<file path="src/design/ddo_pkg.sv">
// ---------------------------------------------------------------------------
// Odometry package
// Constants, command types and helper functions shared by the odometry core.
// ---------------------------------------------------------------------------
`timescale 1ns / 1ps
`default_nettype none

package ddo_pkg;

    localparam int CORDIC_ITERATIONS = 16;
    localparam int DIV_STEPS         = 60;
    localparam int MUL_SPLIT         = 20;
    localparam int CNT_W             = $clog2(DIV_STEPS);

    localparam int PI_Q16      = 205887;
    localparam int WRAP_MOD    = 2 * PI_Q16;
    localparam int HALF_PI_Q16 = PI_Q16 / 2;
    localparam int KINV_Q16    = 39797;
    localparam int USEC_PER_S  = 1000000;

    // reciprocal of two pi for the turn reduction, quotient = (x * recip) >> shift
    localparam int          MOD_SHIFT = 42;
    localparam logic [23:0] MOD_RECIP = 24'((64'd1 << MOD_SHIFT) / 64'(WRAP_MOD));

    localparam logic [23:0] MPC_RESET = 24'd65536;
    localparam logic [23:0] IWB_RESET = 24'd83886;

    // configuration register indexes
    localparam logic REG_MPC = 1'b0;
    localparam logic REG_IWB = 1'b1;

    // multiplier phases
    localparam logic [1:0] PH_HI  = 2'd0;
    localparam logic [1:0] PH_LO  = 2'd1;
    localparam logic [1:0] PH_SUM = 2'd2;

    typedef enum logic [3:0] {
        MP_SUM  = 4'd0,
        MP_DIFF = 4'd1,
        MP_TURN = 4'd2,
        MP_MODQ = 4'd3,
        MP_MODP = 4'd4,
        MP_SPD  = 4'd5,
        MP_RATE = 4'd6,
        MP_DX   = 4'd7,
        MP_DY   = 4'd8
    } t_mul_pair;

    typedef struct packed {
        logic      load;
        logic      mul_en;
        t_mul_pair mul_pair;
        logic [1:0] mul_ph;
        logic      div_step;
        logic      angle;
        logic      cordic_step;
        logic [4:0] cordic_idx;
        logic      commit;
    } t_dp_cmd;

    localparam logic [31:0] ATAN_Q30 [24] = '{
        32'd843314857, 32'd497837829, 32'd263043837, 32'd133525159,
        32'd67021687,  32'd33543516,  32'd16775851,  32'd8388437,
        32'd4194283,   32'd2097149,   32'd1048576,   32'd524288,
        32'd262144,    32'd131072,    32'd65536,     32'd32768,
        32'd16384,     32'd8192,      32'd4096,      32'd2048,
        32'd1024,      32'd512,       32'd256,       32'd128
    };

    // arctangent of 2^-idx, rounded to Q.16
    function automatic logic signed [19:0] atan_q16(input logic [4:0] idx);
        logic [32:0] t;
        t = 33'd0;
        if (idx < 5'd24) begin
            t = 33'(ATAN_Q30[idx]) + 33'd8192;
        end
        return $signed(20'(t >> 14));
    endfunction

    // clamp to 32-bit signed
    function automatic logic signed [31:0] sat32(input logic signed [43:0] v);
        if (v > 44'sd2147483647) begin
            return 32'sh7fffffff;
        end else if (v < -44'sd2147483648) begin
            return 32'sh80000000;
        end
        return v[31:0];
    endfunction

    // signed magnitude to 32-bit signed, clamped
    function automatic logic [31:0] sat_mag(input logic [59:0] q, input logic neg);
        if (neg) begin
            if (q > 60'd2147483648) begin
                return 32'h80000000;
            end
            return 32'(-q);
        end
        if (q > 60'd2147483647) begin
            return 32'h7fffffff;
        end
        return q[31:0];
    endfunction

endpackage

`default_nettype wire

</file>
<file path="src/design/ddo_ctrl.sv">
// ---------------------------------------------------------------------------
// Odometry controller
// Sequences multiplies, serial divide, CORDIC and the pose update.
// ---------------------------------------------------------------------------
`timescale 1ns / 1ps
`default_nettype none

module ddo_ctrl import ddo_pkg::*; (
    input  wire logic    i_clk,
    input  wire logic    i_rst_n,
    input  wire logic    i_valid,
    output logic         o_ready,
    output logic         o_valid,
    input  wire logic    i_ready,
    output t_dp_cmd      o_cmd
);

    typedef enum logic [2:0] {
        S_IDLE, S_MULA, S_DIV, S_ANGLE, S_CORDIC, S_MULB, S_WAIT
    } t_state;

    t_state          r_state, n_state;
    logic [CNT_W-1:0] r_cnt, n_cnt;
    t_mul_pair       r_pair, n_pair;
    logic [1:0]      r_ph, n_ph;
    logic            r_out_valid, n_out_valid;
    logic            commit;

    assign o_ready = (r_state == S_IDLE);
    assign o_valid = r_out_valid;
    assign commit  = (r_state == S_WAIT) && (!r_out_valid || i_ready);

    // decode datapath commands
    always_comb begin
        o_cmd             = '0;
        o_cmd.load        = o_ready && i_valid;
        o_cmd.mul_en      = (r_state == S_MULA) || (r_state == S_MULB);
        o_cmd.mul_pair    = r_pair;
        o_cmd.mul_ph      = r_ph;
        o_cmd.div_step    = (r_state == S_DIV);
        o_cmd.angle       = (r_state == S_ANGLE);
        o_cmd.cordic_step = (r_state == S_CORDIC);
        o_cmd.cordic_idx  = r_cnt[4:0];
        o_cmd.commit      = commit;
    end

    // next state
    always_comb begin
        n_state     = r_state;
        n_cnt       = r_cnt;
        n_pair      = r_pair;
        n_ph        = r_ph;
        n_out_valid = r_out_valid;
        if (r_out_valid && i_ready) begin
            n_out_valid = 1'b0;
        end
        case (r_state)
            S_IDLE: begin
                if (i_valid) begin
                    n_state = S_MULA;
                    n_pair  = MP_SUM;
                    n_ph    = PH_HI;
                end
            end
            S_MULA, S_MULB: begin
                if (r_ph == PH_SUM) begin
                    n_ph = PH_HI;
                    if (r_pair == MP_RATE) begin
                        n_state = S_DIV;
                        n_cnt   = '0;
                    end else if (r_pair == MP_DY) begin
                        n_state = S_WAIT;
                    end else begin
                        n_pair = t_mul_pair'(r_pair + 4'd1);
                    end
                end else begin
                    n_ph = r_ph + 2'd1;
                end
            end
            S_DIV: begin
                n_cnt = r_cnt + 1'b1;
                if (r_cnt == CNT_W'(DIV_STEPS - 1)) begin
                    n_state = S_ANGLE;
                end
            end
            S_ANGLE: begin
                n_state = S_CORDIC;
                n_cnt   = '0;
            end
            S_CORDIC: begin
                n_cnt = r_cnt + 1'b1;
                if (r_cnt == CNT_W'(CORDIC_ITERATIONS - 1)) begin
                    n_state = S_MULB;
                    n_pair  = MP_DX;
                    n_ph    = PH_HI;
                end
            end
            S_WAIT: begin
                if (commit) begin
                    n_out_valid = 1'b1;
                    n_state     = S_IDLE;
                end
            end
            default: n_state = S_IDLE;
        endcase
    end

    // hold state and output valid
    always_ff @(posedge i_clk) begin
        if (!i_rst_n) begin
            r_state     <= S_IDLE;
            r_cnt       <= '0;
            r_pair      <= MP_SUM;
            r_ph        <= PH_HI;
            r_out_valid <= 1'b0;
        end else begin
            r_state     <= n_state;
            r_cnt       <= n_cnt;
            r_pair      <= n_pair;
            r_ph        <= n_ph;
            r_out_valid <= n_out_valid;
        end
    end

endmodule

`default_nettype wire

</file>
<file path="src/design/ddo_datapath.sv">
// ---------------------------------------------------------------------------
// Odometry datapath
// Shared multiplier, serial divider, turn reduction, CORDIC and pose registers.
// ---------------------------------------------------------------------------
`timescale 1ns / 1ps
`default_nettype none

module ddo_datapath import ddo_pkg::*; (
    input  wire logic               i_clk,
    input  wire logic               i_rst_n,
    input  wire t_dp_cmd            i_cmd,
    input  wire logic               i_cfg_we,
    input  wire logic               i_cfg_idx,
    input  wire logic [23:0]        i_cfg_data,
    input  wire logic signed [15:0] i_left_delta,
    input  wire logic signed [15:0] i_right_delta,
    input  wire logic [19:0]        i_elapsed_us,
    output logic signed [31:0]      o_pos_x,
    output logic signed [31:0]      o_pos_y,
    output logic signed [18:0]      o_heading,
    output logic signed [31:0]      o_linear_speed,
    output logic signed [31:0]      o_turn_rate
);

    logic [23:0]        r_mpc, r_iwb;
    logic signed [31:0] r_x, r_y;
    logic signed [18:0] r_head, r_head_new;
    logic               r_sneg, r_dneg, r_fold;
    logic [16:0]        r_smag;
    logic [15:0]        r_dmag;
    logic [19:0]        r_el;
    logic [40:0]        r_p;
    logic [39:0]        r_dmm, r_a16m;
    logic [63-MOD_SHIFT:0] r_modq;
    logic [19:0]        r_modp;
    logic [47:0]        r_prod;
    logic [63:0]        r_acc;
    logic [59:0]        r_qs, r_qr;
    logic [19:0]        r_rem_s, r_rem_r;
    logic [18:0]        r_mrem, r_mhalf;
    logic [40:0]        r_dxm, r_dym;
    logic signed [19:0] r_cx, r_cy, r_z;
    logic signed [31:0] r_out_x, r_out_y, r_out_spd, r_out_rate;
    logic signed [18:0] r_out_head;

    // config registers
    always_ff @(posedge i_clk) begin
        if (!i_rst_n) begin
            r_mpc <= MPC_RESET;
            r_iwb <= IWB_RESET;
        end else if (i_cfg_we) begin
            case (i_cfg_idx)
                REG_MPC: r_mpc <= i_cfg_data;
                REG_IWB: r_iwb <= i_cfg_data;
                default: r_iwb <= r_iwb;
            endcase
        end
    end

    // request capture: sum and difference magnitudes
    logic signed [16:0] sum_s, diff_s;
    assign sum_s  = 17'(i_left_delta) + 17'(i_right_delta);
    assign diff_s = 17'(i_right_delta) - 17'(i_left_delta);

    always_ff @(posedge i_clk) begin
        if (i_cmd.load) begin
            r_sneg <= sum_s[16];
            r_dneg <= diff_s[16];
            r_smag <= sum_s[16] ? 17'(-sum_s) : 17'(sum_s);
            r_dmag <= diff_s[16] ? 16'(-diff_s) : 16'(diff_s);
            r_el   <= i_elapsed_us;
        end
    end

    // shared multiplier operands
    logic [19:0] cx_abs, cy_abs;
    logic [43:0] mul_full;
    logic [23:0] mul_a, mul_b;
    logic [63:0] mul_sum;

    assign cx_abs = r_cx[19] ? 20'(-r_cx) : 20'(r_cx);
    assign cy_abs = r_cy[19] ? 20'(-r_cy) : 20'(r_cy);

    always_comb begin
        case (i_cmd.mul_pair)
            MP_SUM:  begin mul_full = 44'(r_smag);     mul_b = r_mpc;              end
            MP_DIFF: begin mul_full = 44'(r_dmag);     mul_b = r_mpc;              end
            MP_TURN: begin mul_full = 44'(r_dmm);      mul_b = r_iwb;              end
            MP_MODQ: begin mul_full = 44'(r_a16m);     mul_b = MOD_RECIP;          end
            MP_MODP: begin mul_full = 44'(r_modq);     mul_b = 24'(WRAP_MOD);      end
            MP_SPD:  begin mul_full = 44'(r_p);        mul_b = 24'(USEC_PER_S);    end
            MP_RATE: begin mul_full = 44'(r_a16m);     mul_b = 24'(USEC_PER_S);    end
            MP_DX:   begin mul_full = 44'(r_p[40:1]);  mul_b = 24'(cx_abs);        end
            MP_DY:   begin mul_full = 44'(r_p[40:1]);  mul_b = 24'(cy_abs);        end
            default: begin mul_full = '0;              mul_b = '0;                 end
        endcase
        mul_a = (i_cmd.mul_ph == PH_HI) ? mul_full[43:MUL_SPLIT]
                                        : 24'(mul_full[MUL_SPLIT-1:0]);
    end

    assign mul_sum = r_acc + 64'(r_prod);

    // multiply high part, then low part, then combine and store
    always_ff @(posedge i_clk) begin
        if (i_cmd.mul_en) begin
            r_prod <= mul_a * mul_b;
            if (i_cmd.mul_ph == PH_LO) begin
                r_acc <= 64'({r_prod, {MUL_SPLIT{1'b0}}});
            end
            if (i_cmd.mul_ph == PH_SUM) begin
                case (i_cmd.mul_pair)
                    MP_SUM:  r_p    <= mul_sum[40:0];
                    MP_DIFF: r_dmm  <= mul_sum[39:0];
                    MP_TURN: r_a16m <= mul_sum[63:24];
                    MP_MODQ: r_modq <= mul_sum[63:MOD_SHIFT];
                    MP_MODP: r_modp <= mul_sum[19:0];
                    MP_DX:   r_dxm  <= mul_sum[56:16];
                    MP_DY:   r_dym  <= mul_sum[56:16];
                    default: r_dym  <= r_dym;
                endcase
            end
        end
    end

    // restoring division of both rates by the period, one bit a cycle
    logic [20:0] ts, tr;
    logic        ges, ger;
    assign ts  = {r_rem_s, r_qs[59]};
    assign tr  = {r_rem_r, r_qr[59]};
    assign ges = ts >= {1'b0, r_el};
    assign ger = tr >= {1'b0, r_el};

    always_ff @(posedge i_clk) begin
        if (i_cmd.load) begin
            r_rem_s <= '0;
            r_rem_r <= '0;
        end else if (i_cmd.div_step) begin
            r_rem_s <= ges ? 20'(ts - 21'(r_el)) : ts[19:0];
            r_rem_r <= ger ? 20'(tr - 21'(r_el)) : tr[19:0];
            r_qs    <= {r_qs[58:0], ges};
            r_qr    <= {r_qr[58:0], ger};
        end
        // load dividends from the multiplier
        if (i_cmd.mul_en && (i_cmd.mul_ph == PH_SUM)) begin
            if (i_cmd.mul_pair == MP_SPD) begin
                r_qs <= 60'(mul_sum[60:9]);
            end
            if (i_cmd.mul_pair == MP_RATE) begin
                r_qr <= mul_sum[59:0];
            end
        end
    end

    // turn modulo two pi: estimated quotient leaves a remainder below
    // twice the modulus, so one compare and subtract finishes it; the half
    // turn remainder follows from the quotient parity
    logic [19:0] mrem0, mrem1;
    logic        mge, modd;
    assign mrem0 = r_a16m[19:0] - r_modp;
    assign mge   = mrem0 >= 20'(WRAP_MOD);
    assign mrem1 = mge ? (mrem0 - 20'(WRAP_MOD)) : mrem0;
    assign modd  = r_modq[0] ^ mge;

    always_ff @(posedge i_clk) begin
        if (i_cmd.div_step) begin
            r_mrem  <= mrem1[18:0];
            r_mhalf <= (modd ? 19'(PI_Q16) : 19'd0) + mrem1[19:1];
        end
    end

    // new heading and wrapped midpoint angle
    logic signed [21:0] hp, dh, w1, w1c, half_t, dm, w2, w2c, mid, midf;
    logic               fold;
    always_comb begin
        hp     = 22'(r_head) + 22'sd205887;
        dh     = r_dneg ? -$signed({3'b000, r_mrem}) : $signed({3'b000, r_mrem});
        w1     = hp + dh;
        w1c    = w1;
        if (w1 < 22'sd0) begin
            w1c = w1 + 22'(WRAP_MOD);
        end else if (w1 >= 22'(WRAP_MOD)) begin
            w1c = w1 - 22'(WRAP_MOD);
        end
        half_t = $signed({3'b000, r_mhalf}) + $signed({21'd0, r_a16m[0]});
        dm     = r_dneg ? -half_t : $signed({3'b000, r_mhalf});
        w2     = hp + dm;
        w2c    = w2;
        if (w2 < 22'sd0) begin
            w2c = w2 + 22'(WRAP_MOD);
        end else if (w2 >= 22'(WRAP_MOD)) begin
            w2c = w2 - 22'(WRAP_MOD);
        end
        mid  = w2c - 22'(PI_Q16);
        midf = mid;
        fold = 1'b0;
        if (mid > 22'(HALF_PI_Q16)) begin
            midf = mid - 22'(PI_Q16);
            fold = 1'b1;
        end else if (mid < -22'(HALF_PI_Q16)) begin
            midf = mid + 22'(PI_Q16);
            fold = 1'b1;
        end
    end

    // CORDIC rotation, one micro-rotation a cycle
    logic signed [19:0] tx, ty, at;
    assign tx = r_cy >>> i_cmd.cordic_idx;
    assign ty = r_cx >>> i_cmd.cordic_idx;
    assign at = atan_q16(i_cmd.cordic_idx);

    always_ff @(posedge i_clk) begin
        if (i_cmd.angle) begin
            r_head_new <= 19'(w1c - 22'(PI_Q16));
            r_z        <= 20'(midf);
            r_fold     <= fold;
            r_cx       <= 20'(KINV_Q16);
            r_cy       <= '0;
        end else if (i_cmd.cordic_step) begin
            if (!r_z[19]) begin
                r_cx <= r_cx - tx;
                r_cy <= r_cy + ty;
                r_z  <= r_z - at;
            end else begin
                r_cx <= r_cx + tx;
                r_cy <= r_cy - ty;
                r_z  <= r_z + at;
            end
        end
    end

    // pose update and result capture
    logic               xneg, yneg;
    logic signed [42:0] dxs, dys;
    logic signed [31:0] nx, ny;
    assign xneg = r_sneg ^ r_cx[19] ^ r_fold;
    assign yneg = r_sneg ^ r_cy[19] ^ r_fold;
    assign dxs  = xneg ? -$signed({2'b00, r_dxm}) : $signed({2'b00, r_dxm});
    assign dys  = yneg ? -$signed({2'b00, r_dym}) : $signed({2'b00, r_dym});
    assign nx   = sat32(44'(r_x) + 44'(dxs));
    assign ny   = sat32(44'(r_y) + 44'(dys));

    always_ff @(posedge i_clk) begin
        if (!i_rst_n) begin
            r_x    <= '0;
            r_y    <= '0;
            r_head <= '0;
        end else if (i_cmd.commit) begin
            r_x    <= nx;
            r_y    <= ny;
            r_head <= r_head_new;
        end
    end

    always_ff @(posedge i_clk) begin
        if (i_cmd.commit) begin
            r_out_x    <= nx;
            r_out_y    <= ny;
            r_out_head <= r_head_new;
            r_out_spd  <= (r_el == '0) ? 32'sd0 : $signed(sat_mag(r_qs, r_sneg));
            r_out_rate <= (r_el == '0) ? 32'sd0 : $signed(sat_mag(r_qr, r_dneg));
        end
    end

    assign o_pos_x        = r_out_x;
    assign o_pos_y        = r_out_y;
    assign o_heading      = r_out_head;
    assign o_linear_speed = r_out_spd;
    assign o_turn_rate    = r_out_rate;

endmodule

`default_nettype wire

</file>
<file path="src/design/diff_drive_odometry_core.sv">
// ---------------------------------------------------------------------------
// Differential-drive odometry core
// Midpoint dead reckoning of x, y and heading with speed and turn rate.
// ---------------------------------------------------------------------------
// A request runs through the first multiplies, the bit-serial divide, the angle step, the
//   CORDIC rotations, the second multiplies and the update before its result is valid.
// One request at a time: a new request is accepted only once the last one has committed.
// A finished result waits in the output register while the next request runs.
// Reset (synchronous, active low) clears the pose and restores both registers.
`timescale 1ns / 1ps
`default_nettype none

module diff_drive_odometry_core import ddo_pkg::*; (
    input  wire logic               i_clk,
    input  wire logic               i_rst_n,
    input  wire logic               i_cfg_we,
    input  wire logic               i_cfg_idx,
    input  wire logic [23:0]        i_cfg_data,
    input  wire logic               i_valid,
    output logic                    o_ready,
    input  wire logic signed [15:0] i_left_delta,
    input  wire logic signed [15:0] i_right_delta,
    input  wire logic [19:0]        i_elapsed_us,
    output logic                    o_valid,
    input  wire logic               i_ready,
    output logic signed [31:0]      o_pos_x,
    output logic signed [31:0]      o_pos_y,
    output logic signed [18:0]      o_heading,
    output logic signed [31:0]      o_linear_speed,
    output logic signed [31:0]      o_turn_rate
);

    t_dp_cmd cmd;

    // sequence control
    ddo_ctrl u_ctrl (
        .i_clk   (i_clk),
        .i_rst_n (i_rst_n),
        .i_valid (i_valid),
        .o_ready (o_ready),
        .o_valid (o_valid),
        .i_ready (i_ready),
        .o_cmd   (cmd)
    );

    // arithmetic and pose state
    ddo_datapath u_dp (
        .i_clk          (i_clk),
        .i_rst_n        (i_rst_n),
        .i_cmd          (cmd),
        .i_cfg_we       (i_cfg_we),
        .i_cfg_idx      (i_cfg_idx),
        .i_cfg_data     (i_cfg_data),
        .i_left_delta   (i_left_delta),
        .i_right_delta  (i_right_delta),
        .i_elapsed_us   (i_elapsed_us),
        .o_pos_x        (o_pos_x),
        .o_pos_y        (o_pos_y),
        .o_heading      (o_heading),
        .o_linear_speed (o_linear_speed),
        .o_turn_rate    (o_turn_rate)
    );

endmodule

`default_nettype wire

</file>
<file path="config.mk">
export PLATFORM = sky130hd
export DESIGN_NAME = diff_drive_odometry_core
export DESIGN_NICKNAME = d
export VERILOG_FILES = /design/src/design/ddo_pkg.sv /design/src/design/ddo_ctrl.sv /design/src/design/ddo_datapath.sv /design/src/design/diff_drive_odometry_core.sv
export SDC_FILE = /design/constraint.sdc
export NUM_CORES = 2
export LEC_CHECK = 0
export BUFFER_PORTS_ARGS = -buffer_cell sky130_fd_sc_hd__buf_2
export CAP_MARGIN = 10
export CORE_MARGIN = 2
export CORE_UTILIZATION = 50
export DETAILED_ROUTE_END_ITERATION = 10
export PLACE_DENSITY = 0.75
export SETUP_SLACK_MARGIN = 0.3
export SLEW_MARGIN = 20
export SYNTH_ARGS = -nofsm -noshare
export SYNTH_HDL_FRONTEND = slang
export SYNTH_SLANG_ARGS = --single-unit
</file>
<file path="constraint.sdc">
create_clock -name i_clk -period 17.6 [get_ports i_clk]
set_input_delay 1.76 -clock i_clk [delete_from_list [all_inputs] [get_ports i_clk]]
set_output_delay 1.76 -clock i_clk [all_outputs]
set_load 0.01 [all_outputs]
</file>
---- Word level (Yosys, flattened, before mapping) ----
Memories as Yosys holds them, arrays and structs flattened.
Index checks and enable logic that the tools add are counted.
storage, ports and cells
  memories ................................ 1
  ROM bits ................................ 1024
  register bits after elaboration ......... 964
  input bits .............................. 82
  word-level logic and storage cells ...... 274
  output and inout bits ................... 149
memory list
  memory           words  bits a word  rd ports  clocked after memory_dff  wr ports  line           text
  (no name shown)  32     32           1         0                         0         ddo_pkg.sv:75  t = 33'(ATAN_Q30[idx]) + 33'd8192;
operators by class
  reductions and logical operators ........ 34
  bitwise operators ....................... 7
  $add $sub $neg .......................... 42
  shift operators ......................... 2
  equal/unequal tests ..................... 27
  mux-type cells .......................... 100
  multipliers ............................. 1
  magnitude comparators ................... 19
operators with widths
  operator                                                             count
  2-to-1 mux 32 bit                                                    20
  2-to-1 mux 60 bit                                                    8
  one-hot mux 41 bit (7 select lines)                                  1
  2-to-1 mux 20 bit                                                    12
  one-hot mux 24 bit (7 select lines)                                  1
  greater-than comparator 60 x 31 -> 1 bit, second input constant      2
  greater-than comparator 60 x 32 -> 1 bit, second input constant      2
  subtractor 20 bit                                                    6
  adder 32 x 43 -> 44 bit                                              2
  greater-than comparator 44 x 32 -> 1 bit, second input constant      2
  < comparator 44 x 32 -> 1 bit, second input constant                 2
  2-to-1 mux 22 bit                                                    4
  2-to-1 mux 43 bit                                                    2
  negation 41 -> 43 bit                                                2
  adder 64 x 48 -> 64 bit                                              1
  negation 32 bit                                                      2
  adder 20 bit                                                         3
  multiplier 24 x 24 -> 48 bit                                         1
  adder 20 x 22 -> 22 bit                                              2
  greater-or-equal comparator 22 x 20 -> 1 bit, second input constant  2
  < comparator 22 x 1 -> 1 bit, second input constant                  2
  greater-or-equal comparator 21 x 20 -> 1 bit                         2
  negation 20 bit                                                      2
  >>> shifter 20 x 5 -> 20 bit                                         2
  other kinds (70)                                                     147

---- Longest topological paths before layout ----
  depth after elaboration ................. 12
  gate-level depth with buffers ........... 43
  gate-level depth less buffers ........... 40

---- Cells and area by module ----
From an unflattened synthesis, not the netlist that was laid out.
unflattened totals
  cell total of the unflattened synthesis .. 8965
  area, all modules ....................... 80663.6 µm²
modules (own cells, without submodules)
  module        instances  area an instance (µm²)  sequential area each (µm²)  cells an instance
  ddo_datapath  1          79567.6                 25124.1                     8830
  ddo_ctrl      1          1096.1                  320.3                       135

---- Worst setup path after synthesis ----
No wires, ideal clock.
  kind .................................... register -> register
  start point ............................. reg u_dp.r_cy[6]
  end point ............................... reg u_dp.r_prod[46] (data pin)
  cell stages (with the launch flop) ...... 37
  required time ........................... 17.337 ns
  slack ................................... 7.948 ns
  setup time .............................. 0.263 ns
  data arrival time ....................... 9.389 ns
  buffers on the path ..................... 2
  period minus slack after synthesis ...... 9.652 ns
  cell sequence ........................... dfxtp_1 -> clkbuf_1 -> or4_1 -> or4_1 -> or2_2 -> or3_1 -> o31ai_1 -> xor2_1 -> o21ai_0 -> o21bai_1 -> clkbuf_1 -> nand2_1 -> fa_1 -> inv_1 -> fa_1 -> fa_1 -> fa_1 -> inv_1 -> fa_1 -> inv_1 -> fa_1 -> fa_1 -> ha_1 -> a21o_1 -> a21oi_1 -> nand2_1 -> nor3_1 -> a211oi_1 -> a41oi_1 -> a21oi_1 -> o2111ai_1 -> a21boi_0 -> o21a_1 -> or2_2 -> a21bo_2 -> a311oi_1 -> xnor2_1
on the way
  longest elaborated chain between the ends .. 4
ends and longest elaborated chain
  element                                line                 text
  start, declared                        ddo_datapath.sv:42   logic signed [19:0] r_cx, r_cy, r_z;
  start signal, assigned                 ddo_datapath.sv:221  r_cy <= r_cy + ty;
  start signal, assigned                 ddo_datapath.sv:225  r_cy <= r_cy - ty;
  negation 20 bit                        ddo_datapath.sv:82   assign cy_abs = r_cy[19] ? 20'(-r_cy) : 20'(r_cy);
  2-to-1 mux 20 bit *                    ddo_datapath.sv:82
  one-hot mux 24 bit (7 select lines) *  ddo_datapath.sv:85   case (i_cmd.mul_pair)
  multiplier 24 x 24 -> 48 bit *         ddo_datapath.sv:106  r_prod <= mul_a * mul_b;
  end signal, assigned                   ddo_datapath.sv:106
  end, declared                          ddo_datapath.sv:36   logic [47:0] r_prod;
Mark *: on every way between the ends. The rest lies on a longest branch, timed or not.
A chain may end at the register's enable or synchronous reset.

---- Worst setup path in the final report ----
  start point ............................. reg u_ctrl.r_pair[2]
  end point ............................... reg u_dp.r_prod[41] (data pin)
on the way
  longest elaborated chain between the ends .. 5
  elaborated cells between the ends (all ways) .. 17
  classes of those cells .................. 1 x mul; 8 x eq/ne; 3 x mux; 5 x reduce/logical
ends and longest elaborated chain
  element                                      line                 text
  start, declared                              ddo_ctrl.sv:24       t_mul_pair r_pair, n_pair;
  start signal, assigned                       ddo_ctrl.sv:119      r_pair <= n_pair;
  equality test 4 bit (tied with other cells)  ddo_datapath.sv:85
  OR reduction 2 bit (no line)                 --
  one-hot mux 41 bit (7 select lines)          ddo_datapath.sv:85
  2-to-1 mux 21 bit                            ddo_datapath.sv:97   mul_a = (i_cmd.mul_ph == PH_HI) ? mul_full[43:MUL_SPLIT]
  multiplier 24 x 24 -> 48 bit *               ddo_datapath.sv:106
Marked as above.

==> impl_metrics.py <==
metrics = {
    "setup_path": {
        "crit_type": "register to register",
        "cp.arrival_ps": 11570,
        "slowest_delay_ps": 640,
        "critPathCaptureType": "register",
        "crit_path_max_fanout": 40,
        "r2r_slack_ps": 6490,
        "rr_worst_depth": 40,
        "crit_slowest_cell": "nor2b_1",
        "crit_path_frequent_cell": "inv_1",
        "critPathLaunchType": "register",
        "crit_required_ps": 18060,
    },
    "sta": {
        "worst_slew_pin_slew_ps": 1210,
        "min_period_ps": 11110,
        "max_freq_ghz": 0.0900,
        "final_max_slew_viol_count": 0,
        "period_share_pct": 63.1,
        "finalHoldViolations": 0,
        "maxSlewHeadroom_pct": 18.8,
        "rsz0062_at_grt": "no",
        "setup_viol": 0,
        "finClkSkew_ps": 114,
        "timing.setup.tns_ps": 0,
    },
    "clock_network": {
        "cts.path.max_buffers": 3,
        "cts_tree": "done",
        "cts-root-buf": "clkbuf_16",
        "numCtsBuffers": 105,
        "cts_hold_buffers": 0,
        "clk_latency_ps": 780,
        "cts_setup_buffers": 0,
        "cts.htree.levels": 3,
        "clock-sinks": 963,
        "cts_resized": 0,
        "clk_pin_slew_ps": 90,
    },
    "detailed_routing": {
        "via_count": 67300,
        "drc": 0,
        "first_pass_iters": 10,
        "drt.antenna.violating_nets": 0,
        "drt_iter0_markers": 6482,
        "via_per_inst": 6.05,
        "wire_per_inst_um": 21.0,
        "wl_mm": 233,
    },
    "floorplan": {
        "coreArea_um2": 158000,
        "start_util_pct": 50.3,
        "die_area_um2": 162000,
        "fp-row-count": 146,
        "ios": 231,
        "die_y_um": 403,
        "dieWidth_um": 403,
    },
    "grt": {
        "antenna_found_initial": 10,
        "track_usage_pct": 28.1,
        "grt_pass1_vias": 64100,
        "grt_overflow": 0,
        "grt_first_pass_wirelength_mm": 361,
        "grt_max_degree": 98,
    },
    "synthesis": {
        "ys_ff_latch": 963,
        "ys_types": 91,
        "syn_inst": 8928,
        "yosysSeqAreaShare_pct": 32.0,
        "synthTopCellsByArea": "edfxtp_1 (23%), fa_1 (11%), dfxtp_1 (8.7%), ha_1 (8.2%), nand2_1 (5.6%)",
        "synthArstFlopShare_pct": 0,
        "synth_ff_type": "edfxtp_1",
        "synth_top_cell_area_share_pct": 23.3,
        "yosys.area.top_type": "edfxtp_1",
        "syn_area_um2": 79400,
        "synth_edf_count": 616,
        "ys_warn_count": 0,
        "avgSynthCellArea_um2": 8.89,
    },
    "layout": {
        "nNetsFinal": 9981,
        "area_growth_pct": 8.95,
        "final_layout_size_suffix_gt1_share_pct": 7.55,
        "layout.cells.most_common": "nand2_1",
        "mostFrequentLayoutCells": "nand2_1 (1193), inv_1 (764), a21oi_1 (617)",
    },
    "placed_design": {
        "place_congestion": 0.994,
        "hpwl_mm": 174,
        "portBuffers": 230,
    },
    "worst_hold_path": {
        "whs_path_depth": 0,
        "min_path_type": "register to register",
    },
    "power": {
        "finalPower_mw": 17.9,
        "leakagePower_nw": 36.2,
        "ir_worst_vdd_uv": 259,
        "powerDensity_nw_per_um2": 207,
    },
    "run_status": {
        "status": "complete, no violations",
    },
    "job": {
        "max_cap_violations": 0,
    },
}
metal layers:
metal	GRT usage, %	vias up	part of all wire [%]
met5	0.387	-	0.054
met4	15.3	6	6.0
met3	4.44	671	8.3
met2	44.4	2935	45
met1	37.0	32400	41
li1	-	31200	-
synth_stat cells (all sizes together), types with 107 or more instances:
master and n:
a21oi 623, or3 110, and2 115, nand2 1196, xnor2 423, nor2b 136
edfxtp 616, a211oi 123, xor2 233, nand3 145, mux2i 107, o21ai 488
a31oi 147, inv 772, ha 518, dfxtp 347, fa 431, nor2 591
nor3 175, clkbuf 393
final cells by class:
type | count | area, µm²
fillers | 13800 | 71500
multi-input cells | 6762 | 49800
flip-flops and latches | 963 | 25400
inverters | 773 | 2910
clock buffers | 125 | 2770
well taps | 2072 | 2590
repair buffers | 345 | 2040
clock inverters | 75 | 952
diodes | 11 | 27.5
worst paths after layout:
kind,start,to
min,u_dp.r_head_new[7],u_dp.o_heading[7]
max reg2reg,u_ctrl.r_pair[2],u_dp.r_prod[41]
min reg2reg,u_dp.r_head_new[7],u_dp.o_heading[7]
max,u_ctrl.r_pair[2],u_dp.r_prod[41]
sequential cells by signal (all words and copies together) (netlist names), 40 cells and up:
signal and flops:
u_dp.r_dxm 41, u_dp.r_dmm 40, u_dp.r_a16m 40, u_dp.r_p 41, u_dp.r_prod 48, u_dp.r_qr 60
u_dp.r_dym 41, u_dp.r_qs 60, u_dp.r_acc 44
stage by stage:
step / utilization (%) / setup slack, ps / area (µm²) / hold WS (ps) / std cells
finish: 54.7 / 6490 / 86500 / 452 / 11100
global route: 54.7 / 5880 / 86500 / 467 / 11100
CTS: 54.7 / 6560 / 86400 / 453 / 11100
detailed placement: 52.3 / 6560 / 82700 / 438 / 10900
global placement: 52.3 / 6830 / 82700 / 440 / 10900
floorplan: - / 7950 / 79400 / 426 / 8931
critical path: cells and delay by family (launching register included):
kind	cells	cell delay (ps)
simple gates	7	2260
buf+inv	8	1060
compound gates	16	3630
xor+xnor	1	90
flops	1	500
fa+ha+maj	8	3270
power by group:
group | switching (mW) | internal, mW
Clock | 1.02 | 1.36
Sequential | 0.458 | 3.11
Combinational | 7.67 | 4.32
cell families (layout without fill, tap and decap cells):
logic type               Yosys count  count (layout)  share of synthesized area, %
AND/OR/NAND/NOR                 2889            2889                          16.9
multiplexers                     133             133                          1.94
flip-flops                       963             963                          32.0
XOR/XNOR                         658             658                          7.29
adder cells (fa/ha/maj)          949             949                          19.0
other                              2              16                       0.00946
buffers and inverters           1206            1318                          5.75
AO/OA/AOI/OAI                   2128            2128                          17.1
Power figures use the tool's default switching activity.
